<file path="src/rtl/plal_pkg.sv">
// ----------------------------------------------------------------------------
// plal_pkg
// Shared types and codes for the positional array list: request codes,
// status codes, field widths and the command that goes to every cell.
// ----------------------------------------------------------------------------
package plal_pkg;

   // field widths
   localparam int DATA_W   = 32;
   localparam int FUNC_W   = 3;
   localparam int POS_W    = 8;
   localparam int STATUS_W = 2;
   localparam int COUNT_W  = 8;

   // default list depth
   localparam int DEFAULT_CAPACITY = 128;

   // request codes
   localparam logic [FUNC_W-1:0] FUNC_READ    = 3'd0;
   localparam logic [FUNC_W-1:0] FUNC_INSERT  = 3'd1;
   localparam logic [FUNC_W-1:0] FUNC_APPEND  = 3'd2;
   localparam logic [FUNC_W-1:0] FUNC_RM_LAST = 3'd3;
   localparam logic [FUNC_W-1:0] FUNC_RM_AT   = 3'd4;

   // status codes
   localparam logic [STATUS_W-1:0] ST_OK     = 2'd0;
   localparam logic [STATUS_W-1:0] ST_FULL   = 2'd1;
   localparam logic [STATUS_W-1:0] ST_EMPTY  = 2'd2;
   localparam logic [STATUS_W-1:0] ST_BADPOS = 2'd3;

   // broadcast command for the row of cells
   typedef struct packed {
      logic ins_en;      // open a gap at op position and drop the item in
      logic del_en;      // close the gap at op position
      logic load_scan;   // copy every entry into its scan register
      logic shift_scan;  // move the scan chain one cell toward cell zero
   } cell_cmd_type;

endpackage

</file>
<file path="src/rtl/plal_cell.sv">
// ----------------------------------------------------------------------------
// plal_cell
// One list slot. Holds one entry and one scan register. Shifts up on an
// insert above the op position, down on a delete at or above it, and passes
// its scan value to the neighbor below while a scan is in flight.
// ----------------------------------------------------------------------------
module plal_cell #(
   parameter int IDX_W = 7,
   parameter int INDEX = 0
) (
   input  logic                              clock,
   input  plal_pkg::cell_cmd_type            cmd,
   input  logic [IDX_W-1:0]                  op_pos,
   input  logic signed [plal_pkg::DATA_W-1:0] item,
   input  logic signed [plal_pkg::DATA_W-1:0] entry_below,
   input  logic signed [plal_pkg::DATA_W-1:0] entry_above,
   input  logic signed [plal_pkg::DATA_W-1:0] scan_above,
   output logic signed [plal_pkg::DATA_W-1:0] entry,
   output logic signed [plal_pkg::DATA_W-1:0] scan
);

   localparam logic [IDX_W-1:0] MY_IDX = IDX_W'(INDEX);

   logic signed [plal_pkg::DATA_W-1:0] entry_ff, entry_in;
   logic signed [plal_pkg::DATA_W-1:0] scan_ff, scan_in;

   // entry update for insert and delete
   always_comb begin
      entry_in = entry_ff;
      if (cmd.ins_en) begin
         if (MY_IDX == op_pos) begin
            entry_in = item;
         end else if (MY_IDX > op_pos) begin
            entry_in = entry_below;
         end
      end else if (cmd.del_en) begin
         if (MY_IDX >= op_pos) begin
            entry_in = entry_above;
         end
      end
   end

   // scan chain toward cell zero
   always_comb begin
      scan_in = scan_ff;
      if (cmd.load_scan) begin
         scan_in = entry_ff;
      end else if (cmd.shift_scan) begin
         scan_in = scan_above;
      end
   end

   always_ff @(posedge clock) begin
      entry_ff <= entry_in;
      scan_ff  <= scan_in;
   end

   assign entry = entry_ff;
   assign scan  = scan_ff;

endmodule
</file>
<file path="config.mk">
export PLATFORM = sky130hd
export DESIGN_NAME = plal_cell
export DESIGN_NICKNAME = d
export VERILOG_FILES = /design/src/rtl/plal_pkg.sv /design/src/rtl/plal_cell.sv
export SDC_FILE = /design/constraint.sdc
export NUM_CORES = 1
export LEC_CHECK = 0
export BUFFER_PORTS_ARGS = -buffer_cell sky130_fd_sc_hd__buf_4
export CAP_MARGIN = 20
export CORE_MARGIN = 4
export CORE_UTILIZATION = 30
export DETAILED_ROUTE_END_ITERATION = 10
export GPL_TIMING_DRIVEN = 0
export SLEW_MARGIN = 20
export SYNTH_ARGS = -nofsm -noshare
export SYNTH_HDL_FRONTEND = slang
export SYNTH_SLANG_ARGS = --single-unit
export TNS_END_PERCENT = 10
</file>
<file path="constraint.sdc">
create_clock -name clock -period 12.9 [get_ports clock]
set_input_delay 2.58 -clock clock [delete_from_list [all_inputs] [get_ports clock]]
set_output_delay 2.58 -clock clock [all_outputs]
set_load 0.005 [all_outputs]
</file>
# Word level (Yosys, flattened, before mapping)
# Index checks and enable logic that the tools add are counted.
op_classes:
  add_sub_neg: 0
  n_div: 0
  n_lt_le_gt_ge: 2
  n_eq_ne: 1
  shifts: 0
  multipliers: 0
  muxes: 7
  n_bitwise: 0
  reduce_logical: 5
ops:
  columns: ["cell", "count"]
  rows:
  - ["$mux W32", 7]
  - ["$ge A1 B7 Y1 const A", 1]
  - ["$gt A1 B7 Y1 const A", 1]
  - ["$logic_not A7 Y1", 1]
  - ["$reduce_bool A2 Y1", 3]
  - ["$ne A3 B1 Y1 const B", 1]
  - ["$reduce_and A3 Y1", 1]
word_totals:
  mem_bits_rw: 0
  latch_bits: 0
  out_inout_bits: 64
  reg_bits: 64
  romBits: 0
  mem_count: 0
  input_bits: 140
  wordCells: 17

# Depth between registers and ports, before layout
# Gate-level depths: netlist of the first run.
depth:
  word_depth: 4
  ltp_mapped: 5
  mapped_depth_nobuf: 3

# Worst setup path before layout of the first run
# OpenSTA, ideal clock, no wires.
synth_path:
  kind: "input -> register"
  startpoint: "in op_pos[4]"
  endpoint: "reg entry_ff (netlist bit entry[0]), enable pin"
  setup_ns: 0.461
  path_stages: 4
  path_slack_ns: 6.770
  arrival_ns: 5.669
  path_buffers: 2
  cell_sequence: "or4_1 > buf_2 > clkbuf_1 > nor3_1"
synth_between:
  elab_chain_cells: 3
  word_cells_on_any_way: 6
  cone_classes: "order compare: 2; eq/ne: 1; reduce/logical: 3"
synth_lines:
  columns: ["item", "line", "rtl"]
  rows:
  - ["start: declaration", "plal_cell.sv:13", "input logic [IDX_W-1:0] op_pos,"]
  - ["$gt A1 B7 Y1 (tied with other cells)", "plal_cell.sv:33", "end else if (MY_IDX > op_pos) begin"]
  - ["$ne A3 B1 Y1 (no source line) or $reduce_bool A2 Y1 (tied branches)", null, null]
  - ["$reduce_and A3 Y1 (no source line) *", null, null]
  - ["end signal: assignment", "plal_cell.sv:54", "entry_ff <= entry_in;"]
  - ["end: declaration", "plal_cell.sv:24", "logic signed [plal_pkg::DATA_W-1:0] entry_ff, entry_in;"]
# Every way passes the cells marked *; elsewhere a longest branch is shown, timed or not.
# A chain may end at the register's enable or synchronous reset.

# Worst setup path in the final report of the first run
layout_path:
  startpoint: "in op_pos[4]"
  endpoint: "reg entry_ff (netlist bit entry[27]), enable pin"
# The elaborated chain is that of the path after synthesis.

==> results of run 1 <==
-- synth_stat cells, drive strengths merged --
cell type	number	area, sq um
or4	1	7.51
nor4	1	12.5
nor3	1	5.00
a21oi	17	85.1
a31oi	15	93.8
nor2	34	128
or3	1	6.26
clkbuf	23	86.3
inv	17	63.8
mux2	32	360
nand4b	15	131
edfxtp	64	1920
o21ai	32	160
buf	3	27.5
or2	1	6.26
o31a	17	149
-- layout by cell type, fill, tap and decap left out --
cell type,n
nor3_2,1
or2_2,1
a21oi_1,17
clkbuf_1,25
o31a_1,17
nor2_1,34
clkbuf_8,9
clkinv_2,2
nor4_2,1
mux2_2,32
or4_1,1
nand4b_1,15
inv_1,17
o21ai_0,32
buf_6,3
a31oi_1,15
or3_1,1
buf_2,1
edfxtp_1,64
buf_4,203
-- flip-flops by register name, indices dropped and copies added, names as in the netlist --
register / flops
scan: 32
entry: 32
-- final cells by class --
class	instances	share of cell area, %
clock inverters	2	0.196
repair buffers	204	30.1
flip-flops and latches	64	37.7
clock buffers	11	2.58
multi-input cells	167	22.6
plain buffers	26	2.23
well taps	136	3.34
inverters	17	1.25
-- worst paths after layout --
check             from        end  depth (start not counted)
max          op_pos[4]  entry[27]                          7
min          entry[22]   scan[22]                          1
max reg2reg   entry[1]    scan[1]                          1
min reg2reg  entry[22]   scan[22]                          1
-- routing by layer --
| layer | part of all wire (%) | GRT usage (%) |
|---|---|---|
| met3 | 8.1 | 4.78 |
| met4 | 2.5 | 6.73 |
| met5 | 0 | 0 |
| met1 | 41 | 21.7 |
| met2 | 49 | 31.1 |
-- stage by stage --
step / cells / hold slack, ns
floorplan: 274 / 0.577
finish: 627 / 0.580
detailed placement: 614 / 0.568
CTS: 627 / 0.584
global route: 627 / 0.599
global placement: 611 / 0.567
-- power by group --
part	total [mW]	switching (mW)	internal (mW)
clock network	0.139	0.0727	0.0659
registers	0.241	0.00238	0.239
logic	0.0820	0.0323	0.0497
total	0.462	0.107	0.355
-- cells by family (layout without fill, tap and decap cells) --
logic type | Yosys count | count (layout)
and+or+nand+nor | 54 | 54
DFF | 64 | 64
buffers and inverters | 43 | 260
muxes | 32 | 32
AOI/OAI and AO/OA | 81 | 81
-- worst max-delay path, cell delays in order --
cell and delay, ns:
buf_4 0.12, or4_1 0.53, buf_2 0.18, clkbuf_1 0.22, nor3_2 0.57, buf_6 0.24, buf_4 0.21
==> impl_metrics.yaml, run 1 <==
sta:
  finalWorstSetupSlack_ns: 8.29
  worst_slew_margin_rel_pct: 44.6
  period_needed_ns: 4.61
  timing.final.crit_share_pct: 35.7
  slew_violations: 0
  fin_skew_ns: 0.00892
  fin_tns_setup_ns: 0
  tightest_slew_ns: 0.831
  setup_violations: 0
  rsz0062_at_grt: "no"
  fmax_mhz: 217
  hold_violations: 0
min_path:
  min_path_type: "reg -> reg"
clock_network:
  cts_inserted_buffers: 9
  clkLatencyLatePin_ns: 0.34
  cts-root-buf: "clkbuf_8"
  cts_setup_buffers: 0
  htreeDepth: 3
  cts.sink_count: 64
  cts_buffer_depth: 2
  clk_pin_slew_ns: 0.06
  cts_tree: "built"
  cts_resized: 0
  holdBufCountCts: 0
synthesis:
  yosys.area_share.simple_pct: 9.14
  syn_area_per_cell_sq_um: 11.8
  ys_ff_latch: 64
  synth.area.mux_share_pct: 11.1
  yosysWarnings: 0
  synth_xor_area_share_pct: 0
  netlist_area_sq_um: 3240
  ys_types: 17
  seq_area_frac_synth_pct: 59.2
  synthAdderAreaFrac_pct: 0
  synth-compound-area-share_pct: 15.0
  synth_top_family_by_area: "compound AO/OA/AOI/OAI gates"
  syn_nets: 414
  syn_inst: 274
finish:
  insertedDiodeCount: 0
  fin_util_pct: 48.9
  finalInstanceArea_sq_um: 5100
  syn2layout_area_growth_pct: 57.1
  nFillCells: 994
  drive_gt1_share_pct: 51.5
  regArea_sq_um: 1920
  nets: 629
  multiInputGateArea_sq_um: 1150
routing:
  vias: 3074
  wl_per_cell_microns: 18.7
  vias_per_cell: 4.90
  drc: 0
  wirelength_microns: 11700
  drtAntennaViolNets: 0
  drt_first_pass_iters: 4
  drtIter0Drc: 118
floorplan:
  die_x_microns: 112
  design.core.area_sq_um: 10400
  initial_core_util_pct: 31.1
  rows: 37
  die_area_sq_um: 12500
  die_y_microns: 112
  pin_count: 204
place:
  post_dp_cell_area_sq_um: 4950
  portBuffers: 201
  dp_hpwl_microns: 9300
  place_congestion: 0.790
  pre_cts_ws_ns: 7.90
global_routing:
  grt_max_degree: 33
  grt-ovfl-total: 0
  grt_pass1_vias: 3270
  antenna_found_initial: 0
  grt_pass1_wl_microns: 17700
  grt_usage_pct: 18.1
power_and_ir_drop:
  powerDensity_nw_per_um2: 90.7
  power_mw: 0.462
  ir_worst_vdd_mv: 0.0382
  p_leak_nw: 2.14
setup_path:
  r2r_setup_slack_ns: 11.93
  crit_type: "in -> reg"
  crit_path_max_fanout: 10
  worst_setup_path_end_kind: "register"
  startpoint_type: "input pin"
  crit_required_ns: 12.94
  critPathArrivalTime_ns: 4.65
outcome:
  status: "completed"
run:
  max_cap_violations: 0
(Power assumes the default switching activity.)
==> inputs of run 2 (changes only) <==
Settings changed: ABC_AREA from default to 1.
Clock period 12.9 ns to 4 ns, I/O delays scaled along.
==> impl_metrics.yaml, run 2 <==
outcome:
  status: "completed"
synthesis:
  syn_area_per_cell_sq_um: 8.50
  synth_top_area_share_pct: 53.1
  yosysWarnings: 0
  synth_top_area_cell: "edfxtp_1"
  ys_ff_latch: 64
  syn_inst: 426
  ys_types: 21
  synthTopCellsByCount: "161 x nand2_1, 64 x edfxtp_1, 64 x inv_1"
  seq_area_frac_synth_pct: 53.1
  yosysMostFrequentCell: "nand2_1"
  synth_top_cells_by_area: "edfxtp_1 53%, nand2_1 17%, inv_1 6.6%"
  synth-edff-count: 64
  synth_async_sr_flop_share_pct: 0
  syn_nets: 566
  netlist_area_sq_um: 3620
  synth_ff_type: "edfxtp_1"
setup_path:
  startpoint_type: "input pin"
  critPathLaunch: "op_pos[3]"
  crit_end: "entry[7]"
  critPathArrivalTime_ns: 2.31
  r2r_setup_slack_ns: 3.19
  crit_path_max_fanout: 10
  ff2ff_path_depth: 2
  crit_type: "in -> reg"
  worst_setup_path_end_kind: "register"
  worstReg2RegEnd: "scan[1]"
  rr_startpoint: "entry[1]"
  crit_required_ns: 4.02
routing:
  vias_per_cell: 4.49
  drtAntennaViolNets: 0
  drtIter0Drc: 143
  drt_first_pass_iters: 4
  wl_per_cell_microns: 15.1
  wirelength_microns: 11900
  vias: 3545
  drc: 0
power_and_ir_drop:
  p_leak_nw: 2.81
  powerDensity_nw_per_um2: 322
  ir_worst_vdd_mv: 0.173
finish:
  nFillCells: 1150
  syn2layout_area_growth_pct: 55.2
  stdcell_count: 789
  fin_util_pct: 48.4
  mostFrequentLayoutCells: "207 x buf_4, 161 x nand2_1, 64 x inv_1, 64 x edfxtp_1, 44 x nand3_1"
  layout.cells.most_common: "buf_4"
  nets: 781
  drive_gt1_share_pct: 41.0
  insertedDiodeCount: 0
  multiInputGateArea_sq_um: 1240
  finalInstanceArea_sq_um: 5620
  regArea_sq_um: 1920
global_routing:
  grt_usage_pct: 16.6
  grt_pass1_wl_microns: 18500
  grt_max_degree: 33
  top_usage_layer: "met2"
  grt_use_met2_pct: 29.6
  grt_pass1_vias: 3590
  use_met1_pct: 20.0
  grt_use_met3_pct: 2.88
  antenna_found_initial: 0
  grt-ovfl-total: 0
sta:
  slew_violations: 0
  period_needed_ns: 2.29
  tightest_slew_ns: 0.783
  fin_skew_ns: 0.00458
  hold_violations: 0
  fmax_mhz: 438
  setup_violations: 0
  hold-worst-slack_ns: 0.553
  worst_slew_margin_rel_pct: 47.8
  timing.final.crit_share_pct: 57.1
  fin_tns_setup_ns: 0
  rsz0062_at_grt: "no"
clock_network:
  htreeDepth: 3
  cts.sink_count: 64
  cts_tree: "built"
  cts_inserted_buffers: 9
  cts_buffer_depth: 2
  clkLatencyLatePin_ns: 0.32
  cts_resized: 0
  holdBufCountCts: 0
  clk_pin_slew_ns: 0.05
  cts_setup_buffers: 0
  cts-root-buf: "clkbuf_16"
min_path:
  min_path_type: "reg -> reg"
floorplan:
  design.core.area_sq_um: 11600
  rows: 39
  die_x_microns: 118
  die_area_sq_um: 13900
  initial_core_util_pct: 31.2
  pin_count: 204
  die_y_microns: 118
run:
  max_cap_violations: 0
place:
  post_dp_cell_area_sq_um: 5340
  place_congestion: 0.821
  portBuffers: 201
  numPlacedInstances: 773
  dp_hpwl_microns: 9750
## run 2: cell types whose count changed after synthesis, sizes merged, moves of 17 or more
cell	before	now
a21oi	17	0
inv	17	70
mux2	32	0
nand3	0	64
nand2	0	163
nor2	34	5
o31a	17	0
## run 2: cells by family after synthesis
family,count (synthesis),share of synthesized area [%]
simple gates,234,29.8
buf+inv,96,12.8
flops,64,53.1
compound gates,32,4.42
## run 2: worst max-delay path, cell delays in order
cell and delay, ns:
buf_4 0.11, nor2_1 0.13, nand2_2 0.14, buf_4 0.22, nor3_2 0.59, buf_4 0.32
## run 2: how the worst min path moves through the flow
stage,start,end,cells after the start
detailed placement,entry[17],scan[17],2
finish,entry[19],scan[19],2
CTS,entry[17],scan[17],2
floorplan,entry[30],scan[30],2
global placement,entry[30],scan[30],2
global route,entry[26],scan[26],2
## run 2: area by class of cell
type	count	share of cell area, %
sequential	64	34.2
timing repair buffer	204	27.3
multi-input combinational	266	22.1
inverter	70	4.72
clock buffer	11	4.14
buffer	26	3.50
tap	143	3.18
clock inverter	5	0.846
## run 2: per-stage QoR
stage	setup WS (ns)	total power, mW
final	1.71	1.81
after global routing	1.60	1.89
after CTS	1.68	1.83
after detailed placement	1.35	1.09
after global placement	-1.26	1.08
after floorplan	0.127	0.906
## run 2: report_power, final
part | internal, mW | leakage, nW | switching, mW
clock network | 0.476 | 0.138 | 0.263
registers | 0.775 | 0.608 | 0.00887
logic | 0.159 | 2.06 | 0.129
## run 2: metal layers
metal  wire, microns  part of all wire [%]  vias to the layer above
met3             662                   5.6                       16
met2            6100                    51                      131
met1            4920                    41                     1613
li1                -                     -                     1785
met4             206                   1.7                        0
met5               0                     0                        -
==> inputs of run 3 (changes only) <==
Settings changed: ABC_AREA 1 to 0.
Clock period 4 ns to 2.3 ns, I/O delays scaled along.
==> impl_metrics.yaml, run 3 (synthesis results as in run 1) <==
setup_path:
  crit_path_frequent_cell: "clkbuf_1"
  worst_setup_path_end_kind: "register"
  slowest_stage: "or2_2"
  worst-path-buf-inv: 2
  cpPeakStageDelay_ns: 0.77
  crit_required_ns: 2.26
  crit_type: "in -> reg"
  startpoint_type: "input pin"
  path_delay_family: "buffers and inverters"
  path_cells: "clkbuf_1 -> clkbuf_1 -> or2_2"
  crit_path_max_fanout: 32
  critPathArrivalTime_ns: 2.04
routing:
  drt_first_pass_iters: 4
  wirelength_microns: 11400
  vias: 3036
  drtIter0Drc: 177
  vias_per_cell: 4.83
  wl_per_cell_microns: 18.2
  drc: 0
  drtAntennaViolNets: 0
global_routing:
  grt_max_degree: 33
  antenna_found_initial: 0
  grt_pass1_wl_microns: 17700
  grt-ovfl-total: 0
  grt_usage_pct: 18.2
  grt_pass1_vias: 3218
power_and_ir_drop:
  p_leak_nw: 2.17
  powerDensity_nw_per_um2: 529
  ir_worst_vdd_mv: 0.290
place:
  dp_hpwl_microns: 9070
  portBuffers: 201
  place_congestion: 0.756
sta:
  worst_slew_margin_rel_pct: 46.3
  tightest_slew_ns: 0.805
  fmax_mhz: 481
  hold_violations: 0
  period_needed_ns: 2.08
  slew_violations: 0
  rsz0062_at_grt: "no"
  setup_violations: 0
  timing.final.crit_share_pct: 90.3
  fin_skew_ns: 0.0111
  hold-worst-slack_ns: 0.418
clock_network:
  cts-root-buf: "clkbuf_8"
  cts_buffer_depth: 2
  cts_resized: 0
  clk_pin_slew_ns: 0.07
  htreeDepth: 3
  holdBufCountCts: 0
  cts_setup_buffers: 0
  cts_tree: "built"
  cts_inserted_buffers: 9
  cts.sink_count: 64
  clkLatencyLatePin_ns: 0.34
finish:
  nets: 628
  insertedDiodeCount: 0
  fin_util_pct: 49.6
  layout.cells.most_common: "buf_4"
  mostFrequentLayoutCells: "201 x buf_4, 64 x edfxtp_1, 34 x nor2_1"
  syn2layout_area_growth_pct: 59.1
  nFillCells: 990
  drive_gt1_share_pct: 51.5
floorplan:
  die_y_microns: 112
  die_x_microns: 112
  initial_core_util_pct: 31.1
  design.core.area_sq_um: 10400
  rows: 37
  pin_count: 204
  die_area_sq_um: 12500
min_path:
  min_path_type: "in -> reg"
run:
  max_cap_violations: 0
outcome:
  status: "completed"
[run 3: cell count changes in the layout (fill, tap and decap cells not counted), sizes merged, moves of 15 or more]
cell	previous run	this run
mux2	0	32
buf	223	206
clkbuf	18	33
nor2	5	34
inv	70	17
a21oi	0	17
nand2	163	0
a31oi	0	15
nand4b	0	15
o31a	0	17
nand3	64	0
[run 3: area by class of cell]
| type | count | area [sq um] | share of cell area, % |
|---|---|---|---|
| Clock inverter | 6 | 50.0 | 0.969 |
| Inverter | 17 | 63.8 | 1.24 |
| Multi-Input combinational cell | 167 | 1160 | 22.5 |
| Timing Repair Buffer | 203 | 1540 | 29.8 |
| Clock buffer | 10 | 128 | 2.47 |
| Buffer | 26 | 130 | 2.52 |
| Sequential cell | 64 | 1920 | 37.2 |
| Tap cell | 136 | 170 | 3.30 |
[run 3: final timing paths]
| path | startpoint | endpoint | slack [ns] | cells past startpoint |
|---|---|---|---|---|
| worst min-delay path | scan_above[5] | scan[5] | 0.42 | 2 |
| worst min register to register | entry[8] | scan[8] | 0.58 | 1 |
| worst max-delay path | cmd[1] | scan[1] | 0.22 | 3 |
| worst max register to register | entry[1] | scan[1] | 1.33 | 1 |
[run 3: layer usage]
| metal | share of wire (%) | vias up | global-route usage [%] |
|---|---|---|---|
| met5 | 0 | - | 0 |
| met4 | 1.5 | 0 | 6.73 |
| met3 | 7.9 | 10 | 4.35 |
| met2 | 50 | 136 | 31.2 |
| met1 | 40 | 1429 | 22.2 |
| li1 | - | 1461 | - |
[run 3: through the flow]
step / cells / total power, mW / cell area [sq um] / setup TNS [ns] / worst slack, ns
after floorplan: 274 / 1.54 / 3280 / -4.83 / -0.151
after global placement: 611 / 1.83 / 4950 / -31.13 / -0.793
after detailed placement: 613 / 1.84 / 4980 / -7.98 / -0.196
after CTS: 629 / 2.76 / 5160 / 0 / 0.185
after global routing: 629 / 2.86 / 5160 / 0 / 0.0367
final: 629 / 2.73 / 5160 / 0 / 0.222
[run 3: power by group]
group | switching (mW) | internal (mW)
clock network | 0.434 | 0.485
registers | 0.0137 | 1.34
logic | 0.177 | 0.281
total | 0.625 | 2.11
